### config.mk
export PLATFORM = sky130hd
export DESIGN_NAME = ctp_control
export DESIGN_NICKNAME = d
export VERILOG_FILES = /design/src/ctp_pkg.sv /design/src/ctp_control.sv
export SDC_FILE = /design/constraint.sdc
export NUM_CORES = 1
export LEC_CHECK = 0
export BUFFER_PORTS_ARGS = -buffer_cell sky130_fd_sc_hd__buf_2
export CORE_AREA = 2 2 39 41
export DETAILED_ROUTE_END_ITERATION = 10
export DIE_AREA = 0 0 41 43
export PLACE_DENSITY = 0.76
export SLEW_MARGIN = 10
export SYNTH_ARGS = -nofsm -noshare
export SYNTH_HDL_FRONTEND = slang
export SYNTH_SLANG_ARGS = --single-unit
### constraint.sdc
create_clock -name clk -period 2.2 [get_ports clk]
set_input_delay 0.22 -clock clk [delete_from_list [all_inputs] [get_ports clk]]
set_output_delay 0.22 -clock clk [all_outputs]
set_load 0.01 [all_outputs]
### src/ctp_pkg.sv
// shared constants, types and the sine table builder for the carrier tracking pll
package ctp_pkg;

	localparam int TABLE_ADDR_BITS = 10;
	localparam int CORDIC_STEPS = 16;
	localparam int TBL_SIZE = 1 << TABLE_ADDR_BITS;
	localparam int MAX_STEPS = 24;
	localparam int ITER_W = (CORDIC_STEPS > 1) ? $clog2(CORDIC_STEPS) : 1;
	localparam longint GEN_GAIN = 64'sd652032874;

	// configuration register indexes
	typedef enum logic [1:0] {
		REG_SMOOTHING = 2'd0,
		REG_CENTER    = 2'd1,
		REG_LOW       = 2'd2,
		REG_HIGH      = 2'd3
	} cfg_index_t;

	// reset values of the configuration registers
	localparam logic [15:0] BETA_RESET = 16'd65000;
	localparam logic signed [15:0] CENTER_RESET = 16'sd6485;
	localparam logic signed [15:0] LOW_RESET = 16'sd6300;
	localparam logic signed [15:0] HIGH_RESET = 16'sd6670;

	// arctangent of 2^-i in turns, 2^32 per turn
	typedef logic [31:0] atan_tab_t [MAX_STEPS];
	localparam atan_tab_t ATAN_TURNS = '{
		32'd536870912, 32'd316933406, 32'd167458907, 32'd85004756, 32'd42667331,
		32'd21354465, 32'd10679838, 32'd5340245, 32'd2670163, 32'd1335087,
		32'd667544, 32'd333772, 32'd166886, 32'd83443, 32'd41722, 32'd20861,
		32'd10430, 32'd5215, 32'd2608, 32'd1304, 32'd652, 32'd326, 32'd163, 32'd81
	};

	typedef logic [14:0] sine_rom_t [TBL_SIZE];

	// quarter-wave sine table, built by rotation cordic at elaboration
	function automatic sine_rom_t build_table();
		sine_rom_t t;
		longint x;
		longint y;
		longint z;
		longint dx;
		longint dy;
		longint s;
		for (int k = 0; k < TBL_SIZE; k++) begin
			x = GEN_GAIN;
			y = 0;
			z = longint'(k) * (longint'(1) << (30 - TABLE_ADDR_BITS));
			for (int i = 0; i < MAX_STEPS; i++) begin
				dx = y >>> i;
				dy = x >>> i;
				if (z >= 0) begin
					x = x - dx;
					y = y + dy;
					z = z - longint'(ATAN_TURNS[i]);
				end else begin
					x = x + dx;
					y = y - dy;
					z = z + longint'(ATAN_TURNS[i]);
				end
			end
			s = (y * 32767 + (longint'(1) << 29)) >>> 30;
			if (s < 0) s = 0;
			if (s > 32767) s = 32767;
			t[k] = s[14:0];
		end
		return t;
	endfunction

	// commands from controller to datapath
	typedef struct packed {
		logic              load_in;
		logic              rom_rd;
		logic              rom_cos;
		logic              cap_s;
		logic              cap_c;
		logic              mul_re;
		logic              mul_im;
		logic              cord_init;
		logic              cord_step;
		logic              filt_mul;
		logic              filt_upd;
		logic              out_load;
		logic [ITER_W-1:0] iter;
	} ctp_cmd_t;

endpackage

### src/ctp_control.sv
// controller: sequences one sample through the datapath and owns the handshakes
module ctp_control (
	input  logic              clk,
	input  logic              arst_n,
	input  logic              s_tvalid,
	output logic              s_tready,
	output logic              m_tvalid,
	input  logic              m_tready,
	output ctp_pkg::ctp_cmd_t cmd
);

	typedef enum logic [3:0] {
		S_IDLE, S_SIN, S_COS, S_CAPC, S_MUL1, S_MUL2, S_INIT, S_CORD,
		S_FILT1, S_FILT2, S_OUT
	} state_t;

	state_t state_q;
	logic [ctp_pkg::ITER_W-1:0] iter_q;
	logic m_tvalid_q;
	logic out_free;
	logic last_iter;

	assign s_tready = (state_q == S_IDLE);
	assign m_tvalid = m_tvalid_q;
	assign out_free = !m_tvalid_q || m_tready;
	assign last_iter = (iter_q == ctp_pkg::ITER_W'(ctp_pkg::CORDIC_STEPS - 1));

	// commands decoded from the state
	always_comb begin
		cmd = '0;
		cmd.iter = iter_q;
		cmd.load_in = s_tvalid && (state_q == S_IDLE);
		cmd.rom_rd = (state_q == S_SIN) || (state_q == S_COS);
		cmd.rom_cos = (state_q == S_COS);
		cmd.cap_s = (state_q == S_COS);
		cmd.cap_c = (state_q == S_CAPC);
		cmd.mul_re = (state_q == S_MUL1);
		cmd.mul_im = (state_q == S_MUL2);
		cmd.cord_init = (state_q == S_INIT);
		cmd.cord_step = (state_q == S_CORD);
		cmd.filt_mul = (state_q == S_FILT1);
		cmd.filt_upd = (state_q == S_FILT2);
		cmd.out_load = (state_q == S_OUT) && out_free;
	end

	// sequencer and output valid
	always_ff @(posedge clk or negedge arst_n) begin
		if (!arst_n) begin
			state_q <= S_IDLE;
			iter_q <= '0;
			m_tvalid_q <= 1'b0;
		end else begin
			if ((state_q == S_OUT) && out_free) m_tvalid_q <= 1'b1;
			else if (m_tready) m_tvalid_q <= 1'b0;
			case (state_q)
				S_IDLE:  if (s_tvalid) state_q <= S_SIN;
				S_SIN:   state_q <= S_COS;
				S_COS:   state_q <= S_CAPC;
				S_CAPC:  state_q <= S_MUL1;
				S_MUL1:  state_q <= S_MUL2;
				S_MUL2:  state_q <= S_INIT;
				S_INIT: begin
					iter_q <= '0;
					state_q <= S_CORD;
				end
				S_CORD: begin
					iter_q <= iter_q + 1'b1;
					if (last_iter) state_q <= S_FILT1;
				end
				S_FILT1: state_q <= S_FILT2;
				S_FILT2: state_q <= S_OUT;
				S_OUT: begin
					if (out_free) state_q <= S_IDLE;
				end
				default: state_q <= S_IDLE;
			endcase
		end
	end

	// a result never overwrites one that is still waiting
	a_out_safe: assert property (@(posedge clk) disable iff (!arst_n)
		cmd.out_load |-> (!m_tvalid_q || m_tready))
		else $error("result loaded over a pending result");

	// an accepted request starts the table reads
	a_start: assert property (@(posedge clk) disable iff (!arst_n)
		(s_tvalid && s_tready) |=> (state_q == S_SIN))
		else $error("accepted request did not start");

	// cordic leaves after its last iteration
	a_cord_end: assert property (@(posedge clk) disable iff (!arst_n)
		(state_q == S_CORD && last_iter) |=> (state_q == S_FILT1))
		else $error("cordic did not finish");

endmodule

=== Word level (Yosys, flattened, before mapping) ===
Index checks and enable logic that the tools add are counted.

* Bits in registers: 9
* Bits of input ports: 4
* Output and inout port bits: 18
* Word-level logic and storage cells: 34

* Reduce and logical (&&, ||, !) cells: 9
* Equality and inequality tests: 14
* Mux-type cells: 7
* $add $sub $neg: 1

{| class="wikitable"
|+ Operators with widths
! kind !! number
|-
| 4-bit one-hot mux with 11 select lines || 1
|-
| 4-bit by 3-bit equality test with 1-bit output (second input constant) || 4
|-
| 4-bit equality test (second input constant) || 4
|-
| 4-bit two-way mux || 3
|-
| 4-bit by 2-bit equality test with 1-bit output (second input constant) || 2
|-
| 4-bit one-hot mux with 2 select lines || 1
|-
| 4-bit by 1-bit adder with 4-bit output (second input constant) || 1
|-
| 4-bit by 1-bit equality test with 1-bit output (second input constant) || 1
|-
| 4-bit zero test || 1
|-
| 2-bit inequality test (second input constant) || 2
|-
| 2-bit nonzero test || 2
|-
| 3-bit AND reduction || 1
|-
| 1-bit logical AND || 2
|-
| 1-bit logical OR || 2
|-
| 1-bit two-way mux || 2
|-
| 2-bit by 1-bit inequality test with 1-bit output (second input constant) || 1
|-
| 1-bit zero test || 1
|}

=== Logic depth before layout (Yosys ltp) ===
Gate-level depths: netlist of the first run.

* Depth after elaboration: 4
* Gate-level depth with buffers: 4
* Depth with buffers taken out: 4

=== Least setup slack after synthesis of the first run ===
No wires, ideal clock.

* Path type: register to output
* Start: register state_q[0]
* End: output cmd[13] in the netlist's numbering
* Path buffers: 2
* Cell stages (with the launch flop): 5
* Data required time: 1.980 ns
* Arrival: 1.224 ns
* Path slack: 0.756 ns
* Cells stage by stage: dfrtp_1 buf_2 nand2b_1 nor3_1 buf_4

{| class="wikitable"
|+ RTL lines
! what !! line !! RTL
|-
| start, declared || ctp_control.sv:17 || <nowiki>state_t state_q;</nowiki>
|-
| start signal, assigned || ctp_control.sv:49 || <nowiki>state_q <= S_IDLE;</nowiki>
|-
| start signal, assigned || ctp_control.sv:56 || <nowiki>S_IDLE: if (s_tvalid) state_q <= S_SIN;</nowiki>
|-
| start signal, assigned || ctp_control.sv:57 || <nowiki>S_SIN: state_q <= S_COS;</nowiki>
|-
| end, declared || ctp_control.sv:9 || <nowiki>output ctp_pkg::ctp_cmd_t cmd</nowiki>
|}

==> summary.md, run 1 <==
Sequential elements use 39.1% of the synthesized area. The stage delay of the slowest cell on the critical path works out to 0.53 ns. The slowest stage of the critical path is the dfrtp_1 cell. The type of destination of the critical path was an output port. The run finished with clean final reports. The die extent in x works out to 41 microns. Leaving out filler cells and counting taps, the final layout contains 102. The synthesized area per cell works out to 8.85 sq um.

In the routed layout, each cell is associated on average with a via count of 5.28. The kind of cell with the highest combined delay along the critical path is flip-flops. Yosys printed 0 warnings. The static leakage power was 0.368 nW; the simple-gate area share of the yosys netlist was 33.5%. Setup repair after global routing left no endpoint under its margin. The total routing resource utilization after global routing came out at 15.5%.

The minimum period implied by the final worst setup slack was 1.68 ns; the number of hold violations in the final report was 0. In this run the worst path has a maximum fanout of 14. During I/O placement, the number of pins put on the boundary was 22. Buffers placed on the I/O ports in this run total 21. The total overflow left after global routing is 0. Setup violations remaining at the end of the flow were counted as 0. For the remaining routing DRC violations, the log shows 0. The critical path goes through nand2b_1 -> a211oi_1 -> buf_2. Detailed routing inserted a total of 539 vias. The number of buffer and inverter stages on the critical path is 1, and the clock-pin slew reported for the worst setup and hold paths after clock tree synthesis is 0.06 ns. TritonCTS built the clock tree. The power density relative to cell area works out to 1240 mW/mm^2.

For the final max-slew violation count, the log shows 0. The clock passes through at most 2 buffers. Summing the areas of all fa, ha and maj instances in the mapped netlist gives 2.17% of the synthesized area. In this run, the number of DRC markers left after iteration 0 of detailed routing was 14. After floorplanning, the core was divided into 14 placement rows. The tools report the critical path startpoint category as a flop. By area, the combinational part of the netlist is dominated by simple AND/OR/NAND/NOR gates. The wire length of the first global-routing pass is 1.85 mm, and the detailed-placement wirelength estimate is 881 microns. The synthesis-to-layout area growth is 23.3%.

The class of the worst hold path is in -> reg. Derived from the worst setup path, the maximum achievable clock frequency is 0.596 GHz. The compound-gate portion of the synthesized area is 17.0%, and the TritonCTS sink count is 9.

The fraction of final layout cells sized beyond drive strength 1 was 31.4%; the arrival time of data at the critical path endpoint was 1.46 ns. The logs give 3 for the number of buffers created by CTS and 97 for the number of placed instances with taps included. Dividing the final minimum period by the clock period gives 76.2%. In the synthesized netlist, mux cells make up 0% of the area.

Summing every instance area after synthesis gives 576 sq um. The logs give 0.640 mV for the worst supply voltage drop on vdd and 452 for the number of global-route vias before repair. With fillers left out, the area of the finished cells amounts to 709 sq um.

STA puts the critical path data required time at 1.98 ns. Setup total negative slack on the finished layout was measured at 0 ns. The slew at the pin with the worst max-slew slack is 0.419 ns, and the first-pass iteration count of the detailed router is 4.

The logs give 1.14 mm for the final routed wirelength across all metal layers and 65 for the synthesized netlist cell count. The run gives 15 as the maximum number of pins on one net before global-route repair. The floorplan core area was 0.00138 sq mm.

The relative max-transition margin is 72.1%, and the net count after synthesis is 70. Clock skew on the completed layout was measured at 0.000688 ns. Insertion delay of the later-clocked pin in the worst-skew pair: 0.26 ns.

Measured along the y axis, the die boundary spans 43 microns. Hold is met by 0.173 ns. After Yosys synthesis, XOR and XNOR cells account for 1.52% of the synthesized area. Dividing the detail-routed wire length by the instance count gives 11.2 microns. The synthesized netlist contains 32 unique library cells. In this run, synthesis produced a sequential element count of 9.

The logs give 41.6% for the initial core utilization and 1 for the number of H-tree levels. Once placement finished, the instance area stood at 673 sq um. Once the clock tree was built, the resizer swapped 0 gates to a different size. The final layout contains 92 nets. The type of the worst setup path is reg -> out.

Die area: 0.00176 sq mm. The tree is rooted in a clkbuf_4. The number of antenna violations at the first check in global routing is 0, and the remaining antenna violation count after routing is 0. The last weighted congestion value of the routability-driven placer was 0.731; the count of maximum capacitance violations was 0. The repair_antennas step left the layout with diodes totalling 0.
final timing paths:
kind | slack [ns] | startpoint | end | depth (start not counted)
min in group asynchronous | 0.34 | arst_n | state_q[3] | 2
worst min register to register | 0.55 | iter_q[1] | iter_q[1] | 1
max in group asynchronous | 1.68 | arst_n | iter_q[1] | 2
worst max register to register | 0.67 | state_q[2] | state_q[3] | 3
worst max-delay path | 0.52 | state_q[1] | cmd[14] | 3
worst min-delay path | 0.17 | m_tready | m_tvalid | 2
worst register-to-register path, cell delays in order, from the launching register on:
cell and delay [ns]:
dfrtp_1 0.51, nand4bb_1 0.28, or3_1 0.39, a311oi_2 0.25
logic make-up (layout without fill, tap and decap cells):
group           after synthesis  in the layout
xor+xnor                      1              1
compound gates               14             14
flops                         9              9
buf+inv                       8             29
simple gates                 32             32
fa+ha+maj                     1              1
layer usage:
layer	track usage, %	wire length (microns)	share of wire [%]
met5	0	0	0
met3	3.14	55	4.8
met1	21.9	530	46
met4	10.0	10	0.87
met2	20.6	547	48
synthesized netlist by cell type:
master	instances	share of area, %
nor3b_1	1	1.3
o31ai_1	1	1.3
o21a_1	1	1.3
buf_2	4	3.5
nand4b_2	1	2.6
a22o_1	1	1.5
nand2b_1	4	4.3
nor3_1	5	4.3
inv_1	3	2.0
and3b_1	1	1.5
nand4bb_1	1	2.0
a311oi_2	1	2.6
or3_1	1	1.1
a211oi_1	1	1.3
o21bai_1	1	1.3
nand3_1	3	2.6
or2_0	1	1.1
buf_4	1	1.3
a21o_1	1	1.3
ha_1	1	2.2
nor2b_1	1	1.1
and3_1	1	1.1
nor4_2	1	2.2
o22ai_1	1	1.1
dfrtp_1	9	39
nand3b_1	1	1.3
and2_1	1	1.1
a21oi_1	3	2.6
nand2_1	3	2.0
nor2_1	6	3.9
o21ai_0	3	2.6
xor2_1	1	1.5
where the power goes:
group	leakage (nW)	internal (mW)	switching, mW
Combinational	0.239	0.193	0.207
Sequential	0.114	0.220	0.132
Clock	0.0150	0.0700	0.0586
Total	0.368	0.483	0.398
layout by cell type, fill, tap and decap left out, types with 3 or more instances in the layout:
master    netlist  final
nand2b_1        4      4
nor2_1          6      6
nand2_1         3      3
o21ai_0         3      3
dfrtp_1         9      9
inv_1           3      3
clkbuf_4        0      3
buf_2           4     21
a21oi_1         3      3
nor3_1          5      5
nand3_1         3      3
repair_timing:
action	in CTS	in global routing
hold endpoints to repair	9	0
hold buffers	1	0
setup buffers	0	0
registers in the layout (all words and copies together), names as in the netlist:
signal / flops
state_q: 4
iter_q: 4
m_tvalid: 1
stage by stage:
step | power, mW | worst slack, ns | utilization [%]
finish | 0.882 | 0.523 | 51.3
global route | 0.959 | 0.373 | 51.3
CTS | 0.888 | 0.525 | 51.3
detailed placement | 0.754 | 0.688 | 48.6
global placement | 0.748 | 0.732 | 48.6
floorplan | 0.643 | 0.756 | -
cell type report:
class,count,area (sq um)
clock buffer,4,26.3
fill,130,674
inverter,3,11.3
multi-input combinational,48,312
sequential,9,225
tap,16,20.0
timing repair buffer,22,115
(Power assumes the default switching activity.)
==> inputs of run 2 (changes only) <==
--- a/config.mk
+++ b/config.mk
@@ -5,11 +5,12 @@
 export SDC_FILE = /design/constraint.sdc
 export NUM_CORES = 1
 export LEC_CHECK = 0
+export ABC_AREA = 1
 export BUFFER_PORTS_ARGS = -buffer_cell sky130_fd_sc_hd__buf_2
-export CORE_AREA = 2 2 39 41
+export CORE_MARGIN = 1
+export CORE_UTILIZATION = 40
 export DETAILED_ROUTE_END_ITERATION = 10
-export DIE_AREA = 0 0 41 43
-export PLACE_DENSITY = 0.76
+export PLACE_DENSITY = 0.75
 export SLEW_MARGIN = 10
 export SYNTH_ARGS = -nofsm -noshare
 export SYNTH_HDL_FRONTEND = slang
==> constraint.sdc (replaced) <==
create_clock -name clk -period 1.5 [get_ports clk]
set_input_delay 0.15 -clock clk [delete_from_list [all_inputs] [get_ports clk]]
set_output_delay 0.15 -clock clk [all_outputs]
set_load 0.01 [all_outputs]
==> summary.md, run 2 <==
The run finished with clean final reports. The synthesized area per cell came out at 7.05 sq um (was 8.85 sq um). The post-synthesis sequential element count was 9 (unchanged). Cell depth of the worst hold path: 2 (unchanged). The type of the worst setup path is reg -> out (unchanged). The run gives 0.00248 ns (was 0.000688 ns) as the clock skew. For the floorplan core area, the log shows 0.00117 sq mm (was 0.00138 sq mm). TritonCTS built the clock tree. The wire length on met3 was 63 microns (was 55 microns). The clock-pin slew reported for the worst setup and hold paths after clock tree synthesis works out to 0.06 ns (about the same). The logs give 1.26 ns (was 1.46 ns) for the arrival time of data at the critical path endpoint and 0.00149 sq mm (was 0.00176 sq mm) for the die area. The logs give 0 (unchanged) for the number of post-CTS setup repair buffers and 572 (was 539) for the count of vias placed by the detailed router. The library cell with the highest instance count after synthesis was nor2_1 (was dfrtp_1).

The tools report the setup violation total in the final timing report as 0 (unchanged). The type of destination of the critical path was an output port (unchanged). For the setup TNS, the log shows 0 ns (unchanged). The power density relative to cell area was 2120 mW/mm^2 (was 1240 mW/mm^2); the fraction of synthesized area in multiplexers was 0% (unchanged). The most frequently used flop master after synthesis was dfrtp_1 (unchanged). The die boundary height is 38.6 microns (was 43 microns), and the simple-gate area share of the yosys netlist is 32.5% (was 33.5%). Top post-synthesis cells by count: 17 x nor2_1, 14 x nand2_1, 13 x inv_1 (was 9 x dfrtp_1, 6 x nor2_1, 5 x nor3_1). The initial core utilization is 45.7% (was 41.6%).

Cell at the slowest stage of the critical path: dfrtp_2 (was dfrtp_1). Wire length of the first global-routing pass: 1.81 mm (was 1.85 mm). Most frequent cells in the layout: 21 x buf_2, 14 x nor2_1, 13 x nand2_1 (was 21 x buf_2, 9 x dfrtp_1, 6 x nor2_1). Timing would allow up to 0.709 GHz. The first-pass iteration count of the detailed router was 4 (unchanged); the worst supply voltage drop on vdd was 1.03 mV (was 0.640 mV). Detailed-placement wirelength estimate: 940 microns (was 881 microns). Most frequent standard cell in the layout excluding fill and tap cells: buf_2 (unchanged). After layout, the worst path uses 94.0% of the clock period.

The tools report the static leakage power as 0.422 nW (was 0.368 nW). The tools report the critical path startpoint category as a flop (unchanged). The number of H-tree levels came out at 1 (unchanged).

The cell class contributing the biggest share of worst-path delay was flip-flops (unchanged). The maximum clock insertion buffer count is 2 (unchanged), and the synthesis-to-layout area growth is 33.4% (was 23.3%). The number of synthesized flops with an enable pin came out at 0 (unchanged).

The portion of synthesized cell area occupied by the leading cell type was 42.1% (was 39.1%). The most area-hungry cell type in the Yosys netlist was dfrtp_1 (unchanged). The area share of xor/xnor cells in the synthesized design works out to 1.64% (was 1.52%).

For the detailed-route wire length on metal 1, the log shows 512 microns (was 530 microns). Share of flip-flops with an asynchronous set or reset after synthesis: 100% (unchanged). The depth of the critical timing path with buffers and inverters included was 4 (was 3); the power consumption was 1.51 mW (was 882 uW).

Number of buffer cells added on primary ports: 21 (unchanged). Cell area after synthesis: 536 sq um (was 576 sq um). The relative max-transition margin is 85.1% (was 72.1%). The last weighted congestion value of the routability-driven placer came out at 0.826 (was 0.731). Number of antenna violations at the first check in global routing: 0 (unchanged). The maximum fanout along the worst path is 6 (was 14), and the count of maximum capacitance violations is 0 (unchanged). Main combinational cell family by area after synthesis: simple AND/OR/NAND/NOR gates (unchanged). The clock tree root driver cell was clkbuf_4 (unchanged). The insertion delay of the later-clocked pin in the worst-skew pair came out at 0.26 ns (about the same). Endpoint required time on the critical path: 1.35 ns (was 1.98 ns).

The run gives 18.3% (was 15.5%) as the total routing resource utilization after global routing. The highest metal layer with signal wires is met4 (unchanged). The number of library cell types mapped by synthesis was 17 (was 32). The stage delay of the slowest cell on the critical path is 0.45 ns (was 0.53 ns), and the remaining antenna violation count after routing is 0 (unchanged). The number of buffers created by CTS is 3 (unchanged), and the sum of met2 wire segment lengths after detailed routing is 617 microns (was 547 microns).

Worst-path cell chain: nor2_4 -> inv_1 -> nor3_1 -> buf_2 (was nand2b_1 -> a211oi_1 -> buf_2). For the remaining global-route overflow, the log shows 0 (unchanged). Adder-cell area share of the yosys netlist: 2.34% (was 2.17%). The number of rows in the core area is 12 (was 14), and the number of warnings printed during yosys synthesis is 0 (unchanged).

The number of hold violations in the final report is 0 (unchanged). Biggest area contributors in the synthesized netlist: dfrtp_1 42%, nor2_1 12%, nand2_1 9.8%, inv_1 9.1%, nand3_1 6.5% (was dfrtp_1 39%, nand2b_1 4.3%, nor3_1 4.3%, nor2_1 3.9%, buf_2 3.5%). The final net count was 107 (was 92); the post-detailed-route via-to-cell ratio was 4.97 (was 5.28). The compound-gate portion of the synthesized area is 10.0% (was 17.0%), and the diode insertion count for antenna repair is 0 (unchanged). The average wire per cell in the routed design was 10.5 microns (was 11.2 microns); the final max-slew violation count was 0 (unchanged). Subtracting the final worst setup slack from the clock period gives 1.41 ns.

TritonCTS sink count: 9 (unchanged). The number of buffer and inverter stages on the critical path came out at 2 (was 1). The count of pins on the block boundary is 22 (unchanged), and the fraction of final layout cells sized beyond drive strength 1 is 35.6% (was 31.4%). The tools report the maximum number of pins on one net before global-route repair as 10 (was 15). Final routed wirelength across all metal layers: 1.20 mm (was 1.14 mm). The synthesized netlist cell count is 76 (was 65), and the starting DRC count in detailed routing is 17 (was 14). For the net count after synthesis, the log shows 81 (was 70). The remaining routing DRC violations is 0 (unchanged).

Sequential-to-total area share from yosys stat: 42.1% (was 39.1%). The run gives 501 (was 452) as the number of global-route vias before repair. The die extent in x works out to 38.6 microns (was 41 microns). The class of the worst hold path was in -> reg (unchanged). Path depth of the worst reg2reg path: 5 (was 3). The slew at the pin with the worst max-slew slack came out at 0.221 ns (was 0.419 ns).
## run 2: final timing paths
kind                            startpoint    endpoint  slack (ns)
worst max-delay path            state_q[1]     cmd[15]        0.09
worst min-delay path              m_tready    m_tvalid        0.09
worst max register to register   iter_q[0]  state_q[3]        0.33
worst min register to register    m_tvalid    m_tvalid        0.55
max in group asynchronous           arst_n  state_q[3]        1.03
min in group asynchronous           arst_n   iter_q[3]        0.27
## run 2: metal layers
| metal | vias up | track usage, % |
|---|---|---|
| met3 | 2 | 9.83 |
| met2 | 19 | 29.2 |
| li1 | 291 | - |
| met5 | - | 0 |
| met4 | 0 | 8.62 |
| met1 | 260 | 19.6 |
## run 2: what timing repair did
item,in CTS,in global routing
hold buffers,1,0
setup endpoints to repair,1,3
gates resized for setup,1,10
hold endpoints to repair,9,0
pin swaps,0,2
## run 2: cells by family after synthesis
group,Yosys count
adders and majority gates,1
AOI/OAI and AO/OA,8
and+or+nand+nor,42
DFF,9
xor gates and xnor gates,1
buffers and inverters,15
## run 2: per-stage QoR
step | area (sq um) | hold slack (ns) | cells | util (%) | worst slack, ns
after global placement | 651 | 0.0127 | 110 | 55.6 | 0.337
after detailed placement | 651 | 0.0145 | 110 | 55.6 | 0.296
after floorplan | 536 | -0.146 | 76 | - | 0.344
final | 714 | 0.0855 | 115 | 61.0 | 0.0897
after global routing | 714 | 0.0806 | 115 | 61.0 | -0.0163
after CTS | 689 | 0.0804 | 115 | 58.9 | 0.0441
## run 2: layout make-up
class                      count  area [sq um]
fill                         102           457
multi-input combinational     52           274
sequential                     9           228
timing repair buffer          22           115
inverter                      14          53.8
clock buffer                   4          26.3
tap                           14          17.5
## run 2: where the power goes
group | leakage [nW] | internal (mW) | total [mW] | switching, mW
registers | 0.114 | 0.346 | 0.486 | 0.140
clock network | 0.0150 | 0.103 | 0.189 | 0.0863
logic | 0.293 | 0.314 | 0.837 | 0.523
## run 2: worst reg2reg max path, delay by kind of cell, from the launching register on
| kind | cells | cell delay, ns |
|---|---|---|
| and+or+nand+nor | 4 | 0.41 |
| DFF | 1 | 0.41 |
| adders and majority gates | 1 | 0.24 |
==> inputs of run 3 (changes only) <==
--- a/config.mk
+++ b/config.mk
@@ -7,10 +7,10 @@
 export LEC_CHECK = 0
 export ABC_AREA = 1
 export BUFFER_PORTS_ARGS = -buffer_cell sky130_fd_sc_hd__buf_2
-export CORE_MARGIN = 1
-export CORE_UTILIZATION = 40
+export CORE_AREA = 2 2 39 41
 export DETAILED_ROUTE_END_ITERATION = 10
-export PLACE_DENSITY = 0.75
+export DIE_AREA = 0 0 41 43
+export PLACE_DENSITY = 0.73
 export SLEW_MARGIN = 10
 export SYNTH_ARGS = -nofsm -noshare
 export SYNTH_HDL_FRONTEND = slang
==> constraint.sdc (replaced) <==
create_clock -name clk -period 1.6 [get_ports clk]
set_input_delay 0.16 -clock clk [delete_from_list [all_inputs] [get_ports clk]]
set_output_delay 0.16 -clock clk [all_outputs]
set_load 0.01 [all_outputs]
==> summary.md, run 3 (synthesized netlist as in run 2, its figures left out) <==
The timing-limited maximum frequency is 0.667 GHz. The number of buffer cells added on primary ports works out to 21 (unchanged). The final core utilization was 49.8% (was 61.0%); the final max-slew violation count was 0 (unchanged).

The number of post-CTS setup repair buffers was 0 (unchanged); the slew at the pin with the worst max-slew slack was 0.206 ns (was 0.221 ns). Setup TNS: 0 ns (unchanged). The most frequent standard cell in the layout excluding fill and tap cells is buf_2 (unchanged).

The tools report the worst supply voltage drop on vdd as 1.13 mV (was 1.03 mV). The die area was 0.00176 sq mm (was 0.00149 sq mm); the endpoint required time on the critical path was 1.44 ns (was 1.35 ns). The last weighted congestion value of the routability-driven placer was 0.831 (was 0.826). The run gives 4 (unchanged) as the first-pass iteration count of the detailed router.

The logs give 0 (unchanged) for the remaining global-route overflow and 1 (unchanged) for the number of H-tree levels. The number of placed instances with taps included was 112 (was 110). The logs give 10 (unchanged) for the maximum number of pins on one net before global-route repair and 0.397 ns (was 0.296 ns) for the pre-CTS worst setup slack. The fraction of final layout cells sized beyond drive strength 1 is 26.7% (was 35.6%).

The floorplan core area is 0.00138 sq mm (was 0.00117 sq mm). The tools report the type of destination of the critical path as an output port (unchanged). Number of global-route vias before repair: 479 (was 501). The beginning of the worst hold path is m_tready (unchanged).

Wire length of the first global-routing pass: 1.99 mm (was 1.81 mm). The tools report the detailed-placement wirelength estimate as 937 microns (was 940 microns). For the final routed wirelength across all metal layers, the log shows 1.22 mm (was 1.20 mm). The synthesis-to-layout area growth works out to 28.7% (was 33.4%). The tools report the origin of the worst setup path as state_q[1] (unchanged).

The logs give 0 (unchanged) for the number of hold violations in the final report and 107 (unchanged) for the final net count. The post-route non-filler standard cell count is 117 (was 115), and the number of buffer and inverter stages on the critical path is 2 (unchanged). The starting DRC count in detailed routing is 16 (was 17). The clock period could shrink to 1.50 ns. The number of antenna violations at the first check in global routing is 0 (unchanged), and the number of rows in the core area is 14 (was 12).

Setup violation total in the final timing report: 0 (unchanged). Setup repair after global routing left no endpoint under its margin. The die extent in x was 41 microns (was 38.6 microns). The count of maximum capacitance violations was 0 (unchanged); the smallest setup slack after layout was 0.0997 ns (was 0.0897 ns). The maximum fanout along the worst path was 6 (unchanged).

The flow ran to the end, and the final reports show no timing, DRC or antenna violations. The count of vias placed by the detailed router was 539 (was 572); the relative max-transition margin was 86.1% (was 85.1%). The diode insertion count for antenna repair was 0 (unchanged); the final cycle utilization of the critical path was 93.8%.

The tools report the critical path startpoint category as a flop (unchanged). The remaining routing DRC violations is 0 (unchanged), and the remaining antenna violation count after routing is 0 (unchanged). TritonCTS built the clock tree. The total routing resource utilization after global routing was 16.4% (was 18.3%). The power density relative to cell area is 1950 mW/mm^2 (was 2120 mW/mm^2), and the TritonCTS sink count is 9 (unchanged). The number of buffers created by CTS is 3 (unchanged), and the clock-pin slew reported for the worst setup and hold paths after clock tree synthesis is 0.06 ns (about the same).

For the arrival time of data at the critical path endpoint, the log shows 1.34 ns (was 1.26 ns). The run gives 38.7% (was 45.7%) as the initial core utilization. Worst-path cell chain: nor2_1 -> inv_1 -> nor3_1 -> buf_2 (was nor2_4 -> inv_1 -> nor3_1 -> buf_2). The stage delay of the slowest cell on the critical path is 0.44 ns (was 0.45 ns), and the insertion delay of the later-clocked pin in the worst-skew pair is 0.27 ns (was 0.26 ns). The run gives 0.41 ns (was 0.33 ns) as the setup slack of the worst register-to-register path.

Most frequent cells in the layout: 21 x buf_2, 17 x nor2_1, 14 x nand2_1 (was 21 x buf_2, 14 x nor2_1, 13 x nand2_1). The tools report the clock tree root driver cell as clkbuf_4 (unchanged). The die boundary height was 43 microns (was 38.6 microns). The cell at the slowest stage of the critical path was dfrtp_1 (was dfrtp_2). The class of the worst hold path was in -> reg (unchanged). The filler cell count in the final layout was 135 (was 102); the count of pins on the block boundary was 22 (unchanged). Cell class contributing the biggest share of worst-path delay: flip-flops (unchanged). The clock skew was 0.000870 ns (was 0.00248 ns); the post-detailed-route via-to-cell ratio was 4.61 (was 4.97). Type of the worst setup path: reg -> out (unchanged). The average wire per cell in the routed design came out at 10.4 microns (was 10.5 microns). The maximum clock insertion buffer count came out at 2 (unchanged). The startpoint of the worst register-to-register path was iter_q[0] (unchanged). The static leakage power was 0.416 nW (was 0.422 nW).
[run 3: what timing repair did]
action / 4_1_cts / 5_1_grt
resized for setup: 0 / 0
hold buffers: 1 / 0
hold endpoints to repair: 9 / 0
[run 3: worst paths after layout]
| kind | cells past startpoint | end |
|---|---|---|
| max | 4 | cmd[15] |
| min | 2 | m_tvalid |
| max reg2reg | 5 | state_q[3] |
| min reg2reg | 1 | iter_q[1] |
| max in group asynchronous | 2 | state_q[0] |
| min in group asynchronous | 2 | state_q[2] |
[run 3: metrics by stage]
step	hold WS, ns	power [mW]	instance area (sq um)
2_1_floorplan	-0.136	0.930	536
3_3_place_gp	0.0209	1.15	653
3_5_place_dp	0.0248	1.17	653
4_1_cts	0.116	1.35	689
5_1_grt	0.141	1.48	689
6_report	0.108	1.34	689
[run 3: where the power goes]
group / switching [mW] / leakage (nW) / internal (mW) / total [mW]
Sequential: 0.104 / 0.116 / 0.319 / 0.423
Clock: 0.0886 / 0.0150 / 0.0966 / 0.185
Combinational: 0.464 / 0.285 / 0.273 / 0.736
[run 3: cell type report]
class	instances	area [sq um]	area share, %
Tap cell	16	20.0	2.90
Multi-Input combinational cell	52	249	36.1
Inverter	14	53.8	7.80
Clock buffer	4	26.3	3.81
Timing Repair Buffer	22	115	16.7
Sequential cell	9	225	32.7
[run 3: layer usage]
layer  wire, microns  part of all wire, %  global-route usage [%]
met1             567                   47                    22.4
met2             533                   44                    23.8
met3              88                  7.2                    4.71
met4              26                  2.1                    6.00
met5               0                    0                       0
